**src/hw/rtl/drd_pkg.sv**
```systemverilog
// ----------------------------------------------------------------------------
// Detection row decoder package
// Shared register layout, register indexes, queue status and field widths.
// ----------------------------------------------------------------------------
`default_nettype none

package drd_pkg;

	// Field widths fixed by the stream formats.
	localparam int ELEM_W  = 24;
	localparam int SCORE_W = 23;
	localparam int CLASS_W = 7;
	localparam int LEFT_W  = 13;
	localparam int SIZE_W  = 14;
	localparam int OUT_W   = 88;

	localparam logic [SCORE_W-1:0] SCORE_MAX = 23'h7FFFFF;
	localparam logic [SIZE_W-1:0]  FRAME_MAX = 14'd8192;

	// Register reset values.
	localparam logic [22:0] RST_SCORE_THRESHOLD = 23'd410;
	localparam logic [11:0] RST_PAD_LEFT        = 12'd0;
	localparam logic [11:0] RST_PAD_TOP         = 12'd0;
	localparam logic [19:0] RST_INVERSE_SCALE   = 20'd65536;
	localparam logic [13:0] RST_FRAME_WIDTH     = 14'd1920;
	localparam logic [13:0] RST_FRAME_HEIGHT    = 14'd1080;

	// Register indexes, one word apart on the configuration port.
	typedef enum logic [2:0] {
		REG_SCORE_THRESHOLD = 3'd0,
		REG_PAD_LEFT        = 3'd1,
		REG_PAD_TOP         = 3'd2,
		REG_INVERSE_SCALE   = 3'd3,
		REG_FRAME_WIDTH     = 3'd4,
		REG_FRAME_HEIGHT    = 3'd5
	} drd_reg_t;

	// Configuration registers as seen by the datapath.
	typedef struct packed {
		logic [22:0] score_threshold;
		logic [11:0] pad_left;
		logic [11:0] pad_top;
		logic [19:0] inverse_scale;
		logic [13:0] frame_width;
		logic [13:0] frame_height;
	} drd_cfg_t;

	// Job queue status.
	typedef struct packed {
		logic full;
		logic empty;
	} drd_qstat_t;

endpackage

`default_nettype wire

```
**src/hw/rtl/detection_row_decoder_unit.sv**
```systemverilog
// ----------------------------------------------------------------------------
// Detection row decoder unit
// A result passes the stage one registers, the job queue, the product and
// result registers of the shared box multiplier and the output register.
// Throughput: one element per cycle while the job queue has room for the job.
// Reset: arst_n clears the row search, the job queue and the result valid
// flag at once and loads the configuration registers with their defaults.
// ----------------------------------------------------------------------------
`default_nettype none

module detection_row_decoder_unit #(
	parameter int MAX_ELEMENTS  = 128,
	parameter int FRACTION_BITS = 12
) (
	input  wire logic        clk,
	input  wire logic        arst_n,
	// Configuration port
	input  wire logic        psel,
	input  wire logic        penable,
	input  wire logic        pwrite,
	input  wire logic [4:0]  paddr,
	input  wire logic [31:0] pwdata,
	output logic [31:0]      prdata,
	output logic             pready,
	// Element stream
	input  wire logic        s_tvalid,
	output logic             s_tready,
	input  wire logic [23:0] s_tdata,   // element_value
	input  wire logic        s_tlast,   // last_element
	// Result stream
	output logic             m_tvalid,
	input  wire logic        m_tready,
	// box_left[12:0], box_top[25:13], box_width[39:26], box_height[53:40],
	// class_index[60:54], score[83:61], zero fill above
	output logic [87:0]      m_tdata
);
	import drd_pkg::*;

	localparam int NXW = ((FRACTION_BITS + 13 > 25) ? FRACTION_BITS + 13 : 25) + 2;
	localparam int JW  = 2 * NXW + 2 * ELEM_W + CLASS_W + SCORE_W;

	drd_cfg_t   cfg_q;
	drd_reg_t   reg_idx;
	logic       wr_en;
	logic       push, pop;
	logic [JW-1:0] job, head;
	drd_qstat_t qs;

	assign pready  = 1'b1;
	assign reg_idx = drd_reg_t'(paddr[4:2]);
	assign wr_en   = psel && penable && pwrite && pready;

	// Configuration register writes.
	always_ff @(posedge clk or negedge arst_n) begin
		if (!arst_n) begin
			cfg_q.score_threshold <= RST_SCORE_THRESHOLD;
			cfg_q.pad_left        <= RST_PAD_LEFT;
			cfg_q.pad_top         <= RST_PAD_TOP;
			cfg_q.inverse_scale   <= RST_INVERSE_SCALE;
			cfg_q.frame_width     <= RST_FRAME_WIDTH;
			cfg_q.frame_height    <= RST_FRAME_HEIGHT;
		end else if (wr_en) begin
			unique case (reg_idx)
				REG_SCORE_THRESHOLD: cfg_q.score_threshold <= pwdata[22:0];
				REG_PAD_LEFT:        cfg_q.pad_left        <= pwdata[11:0];
				REG_PAD_TOP:         cfg_q.pad_top         <= pwdata[11:0];
				REG_INVERSE_SCALE:   cfg_q.inverse_scale   <= pwdata[19:0];
				REG_FRAME_WIDTH:     cfg_q.frame_width     <= pwdata[13:0];
				REG_FRAME_HEIGHT:    cfg_q.frame_height    <= pwdata[13:0];
				default: begin
				end
			endcase
		end
	end

	// Register read-back.
	always_comb begin
		unique case (reg_idx)
			REG_SCORE_THRESHOLD: prdata = 32'(cfg_q.score_threshold);
			REG_PAD_LEFT:        prdata = 32'(cfg_q.pad_left);
			REG_PAD_TOP:         prdata = 32'(cfg_q.pad_top);
			REG_INVERSE_SCALE:   prdata = 32'(cfg_q.inverse_scale);
			REG_FRAME_WIDTH:     prdata = 32'(cfg_q.frame_width);
			REG_FRAME_HEIGHT:    prdata = 32'(cfg_q.frame_height);
			default:             prdata = '0;
		endcase
	end

	drd_front #(
		.MAX_ELEMENTS  (MAX_ELEMENTS),
		.FRACTION_BITS (FRACTION_BITS)
	) u_front (
		.clk      (clk),
		.arst_n   (arst_n),
		.cfg      (cfg_q),
		.s_tvalid (s_tvalid),
		.s_tready (s_tready),
		.s_tdata  (s_tdata),
		.s_tlast  (s_tlast),
		.push     (push),
		.job      (job),
		.qs       (qs)
	);

	drd_queue #(
		.W (JW)
	) u_queue (
		.clk       (clk),
		.arst_n    (arst_n),
		.push      (push),
		.push_data (job),
		.pop       (pop),
		.head      (head),
		.qs        (qs)
	);

	drd_back #(
		.FRACTION_BITS (FRACTION_BITS)
	) u_back (
		.clk      (clk),
		.arst_n   (arst_n),
		.cfg      (cfg_q),
		.job      (head),
		.qs       (qs),
		.pop      (pop),
		.m_tvalid (m_tvalid),
		.m_tready (m_tready),
		.m_tdata  (m_tdata)
	);

	// The front end never pushes a job into a full queue.
	a_no_overflow: assert property (@(posedge clk) disable iff (!arst_n)
		!(push && qs.full))
		else $error("job pushed into a full queue");

	// The back end never takes a job that is not there.
	a_no_underflow: assert property (@(posedge clk) disable iff (!arst_n)
		!(pop && qs.empty))
		else $error("job popped from an empty queue");

	// The element stream is held back only by a full queue.
	a_ready_cause: assert property (@(posedge clk) disable iff (!arst_n)
		!s_tready |-> qs.full)
		else $error("element stream stalled with room in the queue");

endmodule

`default_nettype wire

```
**src/hw/rtl/drd_front.sv**
```systemverilog
// ----------------------------------------------------------------------------
// Detection row decoder front end
// Accepts row elements, runs both argmax searches and queues one box job for
// every row that passes the length and score checks.
// ----------------------------------------------------------------------------
`default_nettype none

module drd_front #(
	parameter int MAX_ELEMENTS  = 128,
	parameter int FRACTION_BITS = 12,
	localparam int NXW = ((FRACTION_BITS + 13 > 25) ? FRACTION_BITS + 13 : 25) + 2,
	localparam int JW  = 2 * NXW + 2 * 24 + 7 + 23
) (
	input  wire logic                 clk,
	input  wire logic                 arst_n,
	input  wire drd_pkg::drd_cfg_t    cfg,
	input  wire logic                 s_tvalid,
	output logic                      s_tready,
	input  wire logic [23:0]          s_tdata,   // element_value
	input  wire logic                 s_tlast,   // last_element
	output logic                      push,
	output logic [JW-1:0]             job,
	input  wire drd_pkg::drd_qstat_t  qs
);
	import drd_pkg::*;

	localparam int IDXW = $clog2(MAX_ELEMENTS + 1);
	localparam int XW   = (IDXW > CLASS_W) ? IDXW : CLASS_W;
	localparam int PW   = 2 * ELEM_W;

	// Input side
	logic                    accept;
	logic                    in_range;
	logic [IDXW-1:0]         count_q;
	logic signed [ELEM_W-1:0] obj_q;
	logic signed [ELEM_W-1:0] elem;

	// Stage one registers
	logic                    valid_s1;
	logic signed [ELEM_W-1:0] v_s1;
	logic [IDXW-1:0]         idx_s1;
	logic                    inr_s1;
	logic                    last_s1;
	logic signed [PW-1:0]    prod_s1;

	// Row state
	logic signed [ELEM_W-1:0] box_q [4];
	logic [SCORE_W-1:0]      pbs_q, qbs_q;
	logic [CLASS_W-1:0]      pbc_q, qbc_q;

	// Stage one logic
	logic                    fire, stall, emit;
	logic                    v_pos, p_pos, plain_hit, prod_hit;
	logic [SCORE_W-1:0]      q_sat;
	logic [XW-1:0]           cls_plain_x, cls_prod_x;
	logic [SCORE_W-1:0]      pbs_n, qbs_n, best;
	logic [CLASS_W-1:0]      pbc_n, qbc_n, best_cls;
	logic [NXW-1:0]          padx_l, padx_t;
	logic signed [NXW-1:0]   nx, ny;

	assign elem     = $signed(s_tdata);
	assign accept   = s_tvalid && s_tready;
	assign in_range = count_q < IDXW'(MAX_ELEMENTS);

	// Element counter and stage one valid.
	always_ff @(posedge clk or negedge arst_n) begin
		if (!arst_n) begin
			count_q  <= '0;
			valid_s1 <= 1'b0;
		end else begin
			if (accept) begin
				if (s_tlast) begin
					count_q <= '0;
				end else if (in_range) begin
					count_q <= count_q + IDXW'(1);
				end
				valid_s1 <= 1'b1;
			end else if (!stall) begin
				valid_s1 <= 1'b0;
			end
		end
	end

	// Capture the element and its product with objectness.
	always_ff @(posedge clk) begin
		if (accept) begin
			v_s1    <= elem;
			idx_s1  <= count_q;
			inr_s1  <= in_range;
			last_s1 <= s_tlast;
			prod_s1 <= obj_q * elem;
			if (in_range && count_q == IDXW'(4)) begin
				obj_q <= elem;
			end
		end
	end

	// Plain search candidate.
	assign v_pos       = !v_s1[ELEM_W-1] && (|v_s1[ELEM_W-2:0]);
	assign plain_hit   = inr_s1 && (idx_s1 >= IDXW'(4)) && v_pos && (v_s1[SCORE_W-1:0] > pbs_q);
	assign cls_plain_x = XW'(idx_s1) - XW'(4);

	// Product candidate, truncated to the element format and saturated.
	assign p_pos = !prod_s1[PW-1] && (|prod_s1[PW-2:0]);
	assign q_sat = (|prod_s1[PW-2:FRACTION_BITS+SCORE_W]) ? SCORE_MAX :
		prod_s1[FRACTION_BITS+SCORE_W-1:FRACTION_BITS];
	assign prod_hit   = inr_s1 && (idx_s1 >= IDXW'(5)) && p_pos && (q_sat > qbs_q);
	assign cls_prod_x = XW'(idx_s1) - XW'(5);

	assign pbs_n = plain_hit ? v_s1[SCORE_W-1:0] : pbs_q;
	assign pbc_n = plain_hit ? cls_plain_x[CLASS_W-1:0] : pbc_q;
	assign qbs_n = prod_hit ? q_sat : qbs_q;
	assign qbc_n = prod_hit ? cls_prod_x[CLASS_W-1:0] : qbc_q;

	// The product search wins only when strictly larger.
	assign best     = (qbs_n > pbs_n) ? qbs_n : pbs_n;
	assign best_cls = (qbs_n > pbs_n) ? qbc_n : pbc_n;

	assign emit = last_s1 && (idx_s1 >= IDXW'(5)) && (best != '0) &&
		(best >= cfg.score_threshold);
	assign stall    = valid_s1 && emit && qs.full;
	assign fire     = valid_s1 && !stall;
	assign s_tready = !stall;
	assign push     = fire && emit;

	// Box offsets with the padding removed, in doubled element units.
	assign padx_l = NXW'(cfg.pad_left) << (FRACTION_BITS + 1);
	assign padx_t = NXW'(cfg.pad_top) << (FRACTION_BITS + 1);
	assign nx = (NXW'(box_q[0]) <<< 1) - NXW'(box_q[2]) - $signed(padx_l);
	assign ny = (NXW'(box_q[1]) <<< 1) - NXW'(box_q[3]) - $signed(padx_t);

	assign job = {best, best_cls, box_q[3], box_q[2], ny, nx};

	// Best scores return to zero at every row end.
	always_ff @(posedge clk or negedge arst_n) begin
		if (!arst_n) begin
			pbs_q <= '0;
			qbs_q <= '0;
		end else if (fire) begin
			if (last_s1) begin
				pbs_q <= '0;
				qbs_q <= '0;
			end else begin
				pbs_q <= pbs_n;
				qbs_q <= qbs_n;
			end
		end
	end

	// Classes and box fields only matter once a score or index makes them valid.
	always_ff @(posedge clk) begin
		if (fire) begin
			pbc_q <= pbc_n;
			qbc_q <= qbc_n;
			if (inr_s1 && idx_s1 < IDXW'(4)) begin
				box_q[idx_s1[1:0]] <= v_s1;
			end
		end
	end

endmodule

`default_nettype wire

```
**src/hw/rtl/drd_queue.sv**
```systemverilog
// ----------------------------------------------------------------------------
// Detection row decoder job queue
// Two-entry queue between the row search and the box arithmetic.
// ----------------------------------------------------------------------------
`default_nettype none

module drd_queue #(
	parameter int W = 8
) (
	input  wire logic                clk,
	input  wire logic                arst_n,
	input  wire logic                push,
	input  wire logic [W-1:0]        push_data,
	input  wire logic                pop,
	output logic [W-1:0]             head,
	output drd_pkg::drd_qstat_t      qs
);
	import drd_pkg::*;

	logic [W-1:0] mem_q [2];
	logic         wr_q, rd_q;
	logic [1:0]   cnt_q;

	assign head     = mem_q[rd_q];
	assign qs.full  = (cnt_q == 2'd2);
	assign qs.empty = (cnt_q == 2'd0);

	// Pointers and fill level.
	always_ff @(posedge clk or negedge arst_n) begin
		if (!arst_n) begin
			wr_q  <= 1'b0;
			rd_q  <= 1'b0;
			cnt_q <= 2'd0;
		end else begin
			if (push) begin
				wr_q <= ~wr_q;
			end
			if (pop) begin
				rd_q <= ~rd_q;
			end
			if (push && !pop) begin
				cnt_q <= cnt_q + 2'd1;
			end else if (pop && !push) begin
				cnt_q <= cnt_q - 2'd1;
			end
		end
	end

	// Entry storage.
	always_ff @(posedge clk) begin
		if (push) begin
			mem_q[wr_q] <= push_data;
		end
	end

endmodule

`default_nettype wire

```
**src/hw/rtl/drd_back.sv**
```systemverilog
// ----------------------------------------------------------------------------
// Detection row decoder back end
// Undoes the letterbox with one shared multiplier, rounds, clamps to the frame
// and holds the result in an output register.
// ----------------------------------------------------------------------------
`default_nettype none

module drd_back #(
	parameter int FRACTION_BITS = 12,
	localparam int NXW = ((FRACTION_BITS + 13 > 25) ? FRACTION_BITS + 13 : 25) + 2,
	localparam int JW  = 2 * NXW + 2 * 24 + 7 + 23
) (
	input  wire logic                 clk,
	input  wire logic                 arst_n,
	input  wire drd_pkg::drd_cfg_t    cfg,
	input  wire logic [JW-1:0]        job,
	input  wire drd_pkg::drd_qstat_t  qs,
	output logic                      pop,
	output logic                      m_tvalid,
	input  wire logic                 m_tready,
	// box_left[12:0], box_top[25:13], box_width[39:26], box_height[53:40],
	// class_index[60:54], score[83:61], zero fill above
	output logic [87:0]               m_tdata
);
	import drd_pkg::*;

	localparam int PW = NXW + 21;
	localparam int RW = PW - FRACTION_BITS - 16;
	localparam logic signed [PW:0] HALF    = (PW + 1)'(1) <<< (FRACTION_BITS + 16);
	localparam logic signed [PW:0] HALF_M1 = HALF - (PW + 1)'(1);

	typedef enum logic [2:0] {
		ST_IDLE = 3'b001,
		ST_MULT = 3'b010,
		ST_FIN  = 3'b100
	} state_t;

	state_t                 state_q;
	logic [2:0]             k_q;
	logic [2:0]             km1;
	logic                   out_valid_q;
	logic                   out_free;

	logic signed [NXW-1:0]  j_nx, j_ny, op;
	logic signed [ELEM_W-1:0] j_w, j_h;
	logic [CLASS_W-1:0]     j_cls, cls_q;
	logic [SCORE_W-1:0]     j_best, best_q;

	logic signed [PW-1:0]   prod_q;
	logic signed [PW:0]     rsum, rshift;
	logic signed [RW-1:0]   res_q [4];
	logic [LEFT_W-1:0]      left_q, top_q, left_n, top_n;
	logic [SIZE_W-1:0]      bw_n, bh_n, span_w, span_h;
	logic [SIZE_W-1:0]      fw, fh;
	logic [LEFT_W-1:0]      fwm1, fhm1;
	logic [OUT_W-1:0]       out_q;

	assign j_nx   = $signed(job[NXW-1:0]);
	assign j_ny   = $signed(job[2*NXW-1:NXW]);
	assign j_w    = $signed(job[2*NXW+23:2*NXW]);
	assign j_h    = $signed(job[2*NXW+47:2*NXW+24]);
	assign j_cls  = job[2*NXW+54:2*NXW+48];
	assign j_best = job[2*NXW+77:2*NXW+55];

	// Multiplier operand; sizes are doubled so every product shares one shift.
	always_comb begin
		case (k_q)
			3'd0:    op = j_nx;
			3'd1:    op = j_ny;
			3'd2:    op = NXW'(j_w) <<< 1;
			3'd3:    op = NXW'(j_h) <<< 1;
			default: op = '0;
		endcase
	end

	// Round half away from zero on the registered product.
	assign rsum   = (PW + 1)'(prod_q) + (prod_q[PW-1] ? HALF_M1 : HALF);
	assign rshift = rsum >>> (FRACTION_BITS + 17);
	assign km1    = k_q - 3'd1;

	// Frame size taken saturated to its legal range.
	assign fw   = (cfg.frame_width == '0) ? SIZE_W'(1) :
		((cfg.frame_width > FRAME_MAX) ? FRAME_MAX : cfg.frame_width);
	assign fh   = (cfg.frame_height == '0) ? SIZE_W'(1) :
		((cfg.frame_height > FRAME_MAX) ? FRAME_MAX : cfg.frame_height);
	assign fwm1 = LEFT_W'(fw - SIZE_W'(1));
	assign fhm1 = LEFT_W'(fh - SIZE_W'(1));

	// Corner clamps to the frame.
	always_comb begin
		if (res_q[0][RW-1]) begin
			left_n = '0;
		end else if (res_q[0] > $signed(RW'(fwm1))) begin
			left_n = fwm1;
		end else begin
			left_n = res_q[0][LEFT_W-1:0];
		end
		if (res_q[1][RW-1]) begin
			top_n = '0;
		end else if (res_q[1] > $signed(RW'(fhm1))) begin
			top_n = fhm1;
		end else begin
			top_n = res_q[1][LEFT_W-1:0];
		end
	end

	// Size clamps, at least one pixel and no further than the frame edge.
	assign span_w = fw - SIZE_W'(left_q);
	assign span_h = fh - SIZE_W'(top_q);
	always_comb begin
		if (res_q[2][RW-1] || res_q[2] == '0) begin
			bw_n = SIZE_W'(1);
		end else if (res_q[2] > $signed(RW'(span_w))) begin
			bw_n = span_w;
		end else begin
			bw_n = res_q[2][SIZE_W-1:0];
		end
		if (res_q[3][RW-1] || res_q[3] == '0) begin
			bh_n = SIZE_W'(1);
		end else if (res_q[3] > $signed(RW'(span_h))) begin
			bh_n = span_h;
		end else begin
			bh_n = res_q[3][SIZE_W-1:0];
		end
	end

	assign out_free = !out_valid_q || m_tready;
	assign pop      = (state_q == ST_MULT) && (k_q == 3'd4);
	assign m_tvalid = out_valid_q;
	assign m_tdata  = out_q;

	// Sequencer: four products, then the size clamp and the result transfer.
	always_ff @(posedge clk or negedge arst_n) begin
		if (!arst_n) begin
			state_q     <= ST_IDLE;
			k_q         <= '0;
			out_valid_q <= 1'b0;
		end else begin
			if (out_valid_q && m_tready) begin
				out_valid_q <= 1'b0;
			end
			unique case (state_q)
				ST_IDLE: begin
					if (!qs.empty) begin
						state_q <= ST_MULT;
						k_q     <= '0;
					end
				end
				ST_MULT: begin
					k_q <= k_q + 3'd1;
					if (k_q == 3'd4) begin
						state_q <= ST_FIN;
					end
				end
				ST_FIN: begin
					if (out_free) begin
						out_valid_q <= 1'b1;
						k_q         <= '0;
						state_q     <= qs.empty ? ST_IDLE : ST_MULT;
					end
				end
				default: begin
					state_q <= ST_IDLE;
				end
			endcase
		end
	end

	// Datapath registers.
	always_ff @(posedge clk) begin
		if (state_q == ST_MULT) begin
			prod_q <= op * $signed({1'b0, cfg.inverse_scale});
			if (k_q != 3'd0) begin
				res_q[km1[1:0]] <= rshift[RW-1:0];
			end
			if (k_q == 3'd4) begin
				left_q <= left_n;
				top_q  <= top_n;
				cls_q  <= j_cls;
				best_q <= j_best;
			end
		end
		if (state_q == ST_FIN && out_free) begin
			out_q <= {4'b0, best_q, cls_q, bh_n, bw_n, top_q, left_q};
		end
	end

endmodule

`default_nettype wire

```
**config.mk**
```make
export PLATFORM = sky130hd
export DESIGN_NAME = detection_row_decoder_unit
export DESIGN_NICKNAME = d
export VERILOG_FILES = /design/src/hw/rtl/drd_pkg.sv /design/src/hw/rtl/detection_row_decoder_unit.sv /design/src/hw/rtl/drd_front.sv /design/src/hw/rtl/drd_queue.sv /design/src/hw/rtl/drd_back.sv
export SDC_FILE = /design/constraint.sdc
export NUM_CORES = 2
export LEC_CHECK = 0
export BUFFER_PORTS_ARGS = -buffer_cell sky130_fd_sc_hd__buf_4
export CAP_MARGIN = 10
export CELL_PAD_IN_SITES_DETAIL_PLACEMENT = 1
export CELL_PAD_IN_SITES_GLOBAL_PLACEMENT = 1
export CORE_MARGIN = 5
export CORE_UTILIZATION = 25
export CTS_BUF_LIST = sky130_fd_sc_hd__clkbuf_4 sky130_fd_sc_hd__clkbuf_8
export DETAILED_ROUTE_END_ITERATION = 7
export PLACE_DENSITY = 0.45
export SLEW_MARGIN = 20
export SYNTH_ARGS = -nofsm -noshare
export SYNTH_HDL_FRONTEND = slang
export SYNTH_SLANG_ARGS = --single-unit
export TNS_END_PERCENT = 5
```
**constraint.sdc**
```tcl
create_clock -name clk -period 21.1 [get_ports clk]
set_input_delay 1.055 -clock clk [delete_from_list [all_inputs] [get_ports clk]]
set_output_delay 1.055 -clock clk [all_outputs]
set_load 0.05 [all_outputs]
```
# Yosys cells after proc, flatten, opt, wreduce, memory -nomap -nowiden
# Memories as Yosys holds them, arrays and structs flattened.
# Cells that the tools add are included.
# classes
shifts	0
bitwise	2
reduce_logical	60
n_addsub	16
div	0
n_mul	2
eq_ne	18
n_lt_le_gt_ge	14
mux	45
# op_table
operator	count
23-bit 2-to-1 mux	6
23-bit one-hot mux with 6 select lines	1
27-bit one-hot mux with 4 select lines	1
14-bit 2-to-1 mux	6
23-bit greater-than comparator	3
27-bit by 26-bit subtractor with 27-bit output	2
25-bit by 24-bit subtractor with 26-bit output	2
48-bit by 30-bit adder with 49-bit output	1
24-bit by 24-bit multiplier with 48-bit output	1
27-bit by 21-bit multiplier with 48-bit output	1
47-bit OR reduction	1
20-bit by 14-bit greater-than comparator with 1-bit output	2
20-bit by 15-bit greater-than comparator with 1-bit output	2
20-bit zero test	2
29-bit 2-to-1 mux	1
14-bit greater-than comparator (second input constant)	2
14-bit zero test	2
14-bit by 13-bit subtractor with 14-bit output	2
13-bit 2-to-1 mux	2
13-bit by 1-bit subtractor with 13-bit output (second input constant)	2
1-bit logical AND	25
23-bit greater-or-equal comparator	1
23-bit nonzero test	1
23-bit OR reduction	1
31 further kinds	87
# totals
latch_bits	0
input_bits	69
mem_bits_rw	440
ff_bits	469
mem_bits_ro	0
mem_count	3
# mem_list
memory	words	width	rd	rd_ports_with_merged_regs	wr	line	rtl
u_queue.mem_q	2	132	1	0	1	drd_queue.sv:20	logic [W-1:0] mem_q [2];
u_front.box_q	4	24	4	0	1	drd_front.sv:47	logic signed [ELEM_W-1:0] box_q [4];
u_back.res_q	4	20	4	0	1	drd_back.sv:51	logic signed [RW-1:0] res_q [4];

# Logic depth before layout (Yosys ltp)
# depth
ltp_word	19
mapped_depth	40
depth_no_buf	35

# Modules after synthesis
# From an unflattened synthesis, not the netlist that was laid out.
# unflattened
hier_cells	7897
hier_area_um2	86256.5
# modules_own_cells
module	cells_per_inst	seq_area_each_um2	area_per_inst_um2	n_inst
drd_front	3775	7862.5	37536.0	1
drd_back	3366	8224.1	34196.5	1
drd_queue	427	8027.7	9994.6	1
detection_row_decoder_unit	329	2394.8	4529.3	1

# Worst setup path after synthesis
# No wires, ideal clock.
# synth_timing
path_kind	register to register
startpoint	reg u_front.prod_s1[38]
endpoint	mem u_queue.mem_q[0][100] in the netlist's numbering (enable)
path_stages_with_launch	38
setup_slack_ps	7262
arrival_ps	13201
synth_period_minus_slack_ps	13838
cell_sequence	edfxtp_1 -> nor4_1 -> nand3_1 -> clkbuf_1 -> or2_2 -> ha_1 -> a21o_1 -> a21o_1 -> a21o_1 -> a221o_1 -> a221oi_1 -> a2111oi_0 -> buf_2 -> buf_2 -> mux2i_1 -> inv_1 -> ha_1 -> a21o_1 -> [2 not listed] -> o31a_1 -> o21a_1 -> o21ai_0 -> clkbuf_1 -> buf_1 -> mux2i_1 -> inv_1 -> ha_1 -> nand4_1 -> or3_1 -> o21ai_0 -> a21o_1 -> a21oi_1 -> o21a_1 -> o21ai_0 -> o221ai_2 -> nor2b_1 -> nor2b_1
# synth_between
elab_chain_len	17
elab_cells_between_ends	21
classes_between	order compare: 3; mux: 5; reduce/logical: 13
# synth_rtl
item	line	rtl
start: declaration	drd_front.sv:44	logic signed [PW-1:0] prod_s1;
start signal: assignment	drd_front.sv:91	prod_s1 <= obj_q * elem;
12-bit OR reduction / 47-bit OR reduction (equally long branches)	drd_front.sv:105, drd_front.sv:104	
23-bit 2-to-1 mux / 1-bit logical AND (equally long branches)	drd_front.sv:105, drd_front.sv:104	
23-bit greater-than comparator / 1-bit logical AND (equally long branches)	drd_front.sv:107	assign prod_hit = inr_s1 && (idx_s1 >= IDXW'(5)) && p_pos && (q_sat > qbs_q);
1-bit logical AND	drd_front.sv:107	
23-bit 2-to-1 mux (*)	drd_front.sv:112	assign qbs_n = prod_hit ? q_sat : qbs_q;
23-bit greater-than comparator	drd_front.sv:116	assign best = (qbs_n > pbs_n) ? qbs_n : pbs_n;
23-bit 2-to-1 mux (*)	drd_front.sv:116	
via job[109]	detection_row_decoder_unit.sv:46	logic [JW-1:0] job, head;
branches (longest 2 deep; another with 23-bit greater-or-equal comparator)	-	
1-bit logical AND (*)	drd_front.sv:119	assign emit = last_s1 && (idx_s1 >= IDXW'(5)) && (best != '0) &&
1-bit logical AND (2 in series)	drd_front.sv:121	assign stall = valid_s1 && emit && qs.full;
1-bit zero test	-	
1-bit logical AND	drd_front.sv:122	assign fire = valid_s1 && !stall;
1-bit logical AND (*)	drd_front.sv:124	assign push = fire && emit;
via push	detection_row_decoder_unit.sv:45	logic push, pop;
1-bit 2-to-1 mux (*)	drd_queue.sv:51	if (push) begin
1-bit 2-to-1 mux (implied by the code) (*)	drd_queue.sv:52	mem_q[wr_q] <= push_data;
end: declaration	drd_queue.sv:20	
# Mark *: on every way through the listed nets, which the timed path passes.

# Worst setup path after layout
# layout_timing
startpoint	reg u_front.prod_s1[35]
endpoint	mem u_queue.mem_q[0][118] in the netlist's numbering (enable)
# The elaborated chain is that of the path after synthesis.

==> metrics <==
wire length of the first global-routing pass=418.3 mm; number of detailed-routing iterations run before antenna repair=5; Slowest cell on crit path=buf_4; Setup TNS=0 ps; Worst Path Class, Setup=reg2reg; Worst-Margin Slew=1225 ps; share of final-layout standard cells stronger than drive strength 1=11.46%; RSZ-0062 raised after global routing=no; Die Height=589.6 µm; Gate Count Post-Synth=7796; Critical Path Max Stage Delay=890 ps; met3 track demand over resource=1.657%; area used by multi-input combinational logic=51350 µm²; clock-pin transition on the worst setup and hold timing paths=60 ps; core area=334000 µm²; most frequent cell after synthesis=inv_1; worst reg-to-reg path cell count=36; smallest hold slack=99.14 ps; result of the run=complete, no violations; final period utilization=55.84%; Worst R2R Setup Slack=9320 ps; Async SR Flop Fraction=17.79%; insertion delay of the later-clocked pin in the worst-skew pair=960 ps; number of flops mapped to enable cells by yosys=744; Global Route met1 Usage=21.22%; count of different cell masters after synthesis=87; synthesized area=83990 µm²; biggest area contributors in the synthesized netlist=fa_1 (28%), edfxtp_1 (27%), ha_1 (8.2%); path category of the worst min-delay check=in2async; Synthesis Warnings=0; Global Route met2 Usage=27.37%; Final ANT Viol Nets=0; overall via count from detail_route=56200; worst endpoint required time=21580 ps; signed area change from the synthesized netlist to the final layout=12.39%; Final Critical Period=11780 ps; Overall Global Routing Usage=15.81%; filler instances=37330; Max Buffers Root-to-Sink=4; WP data arrival=12260 ps; overall die width=589.6 µm; number of max-capacitance violations reported=0; post-cts sizing count=0; number of buffers inserted by port buffering=166; number of antenna violations at the first check in global routing=15; area share of the largest cell type after synthesis=27.60%; register cell area after layout=26400 µm²; num ports=192; Sink Count=905; standard-cell rows=212; Area after DPL=90760 µm²; weighted congestion at the end of routability-driven global placement=0.7989; Synth area leader=fa_1; remaining routing DRC violations=0; busiest layer in global routing=met2; H-tree depth reported by CTS=4; total of hold buffers inserted after clock tree synthesis=0; Max Clk Rate=0.08487 GHz; clock tree from TritonCTS=built; number of global-route vias before repair=64770; count of final setup violators=0; vias per inst=4.502; part of the Yosys area used for sequential elements=31.42%; die outline area=347600 µm²; number of buffers inserted during clock tree synthesis=180; worst-path maximum fanout=61; DR iter-0 viols=2298; critical register-to-register path startpoint=u_front.prod_s1[35]; total wire length=275.4 mm; Relative slew margins=18.03%; maximum number of pins on one net before global-route repair=68; most used cell, CP=buf_4; initial standard-cell utilization of the core=25.15%; Avg Inst Size Synth=10.77 µm²; area of all placed cells without fillers=94390 µm²; final net count=9726; number of endpoints with negative hold slack in the final report=0; crit end category=flop; final routed wire length divided by cell count=22.06 µm; total of flip-flops plus latches after synthesis=905; Synth top cells by count=inv_1 (1421), fa_1 (1158), nand2_1 (831); Final HPWL DP=210.8 mm; worst clock skew on the final layout=131.6 ps; Remaining Overflow, GRT=0; root buffer cell=clkbuf_8; most common flop cell mapped by yosys=edfxtp_1; kind of start point of the critical path=flop; post-CTS setup buffer count=0; terminus of the critical flop-to-flop path=u_queue.mem_q[0][118]; count of pins over their slew limit=0
[logic make-up after synthesis]
family          synth area share, %
simple gates                  11.87
buf+inv                       7.906
fa+ha+maj                     35.77
flops                         31.42
compound gates                6.612
mux                           3.993
xor+xnor                      2.419
other cells                0.008942
[worst max path at each step]
stage / slack [ps] / from / endpoint
global route: 8370 / u_front.prod_s1[35] / u_queue.mem_q[0][12]
global placement: 9140 / u_front.prod_s1[35] / u_queue.mem_q[0][29]
CTS: 8910 / u_front.prod_s1[35] / u_queue.mem_q[0][117]
finish: 9320 / u_front.prod_s1[35] / u_queue.mem_q[0][118]
floorplan: 7260 / u_front.prod_s1[38] / u_queue.mem_q[0][100]
detailed placement: 8980 / u_front.prod_s1[35] / u_queue.mem_q[0][1]
[state kept, by name, indices dropped and copies added (netlist names), 2 cells and up]
register         cells
u_back.k_q           3
u_back.state_q       3
u_front.idx_s1       8
u_back.left_q       13
u_queue.mem_q      260
u_front.prod_s1     48
u_front.pbs_q       23
u_front.qbc_q        7
u_back.top_q        13
cfg_q               95
u_back.cls_q         7
u_front.v_s1        24
u_front.count_q      8
u_front.qbs_q       23
u_back.m_tdata      84
u_front.box_q       96
u_back.best_q       23
u_front.pbc_q        7
u_back.res_q        80
u_back.prod_q       48
u_front.obj_q       24
u_queue.cnt_q        2
[cells in the final DEF, fill, tap and decap left out, types with 195 or more instances in the layout]
master / netlist / final
a21oi_1: 227 / 201
and2_1: 459 / 458
buf_4: 14 / 290
clkbuf_8: 0 / 195
edfxtp_1: 744 / 744
fa_1: 1158 / 1158
ha_1: 548 / 545
inv_1: 1421 / 1418
mux2_2: 222 / 222
nand2_1: 831 / 831
nor2_1: 219 / 218
[layer usage]
metal  wire length, µm  part of all wire [%]
met3              7739                   2.8
met4              6852                   2.5
met1            126500                    46
met2            134300                    49
met5                 0                     0
[stage by stage]
step | util [%] | instances | worst slack, ps
2_1_floorplan | - | 7808 | 7262
3_3_place_gp | 27.17 | 12160 | 9136
3_5_place_dp | 27.18 | 12160 | 8978
4_1_cts | 28.26 | 12480 | 8913
5_1_grt | 28.26 | 12480 | 8372
6_report | 28.27 | 12480 | 9317
[final cells by class]
cell class	count	area share [%]
clock inverter	72	0.5673
sequential	905	27.97
multi-input combinational	5151	54.40
inverter	1422	5.657
clock buffer	247	3.250
tap	4387	5.815
timing repair buffer	291	2.321
antenna	8	0.02121
[worst max-delay path: cells and delay by family (launching register included)]
family / cells / cell delay [ps]
simple gates: 11 / 3710
compound gates: 14 / 2770
buf+inv: 6 / 2710
mux: 2 / 850
fa+ha+maj: 3 / 830
flops: 1 / 360
Power is left out: the tool's default activity adds up to more than one toggle a clock period on the data nets, which glitch-free logic cannot reach.
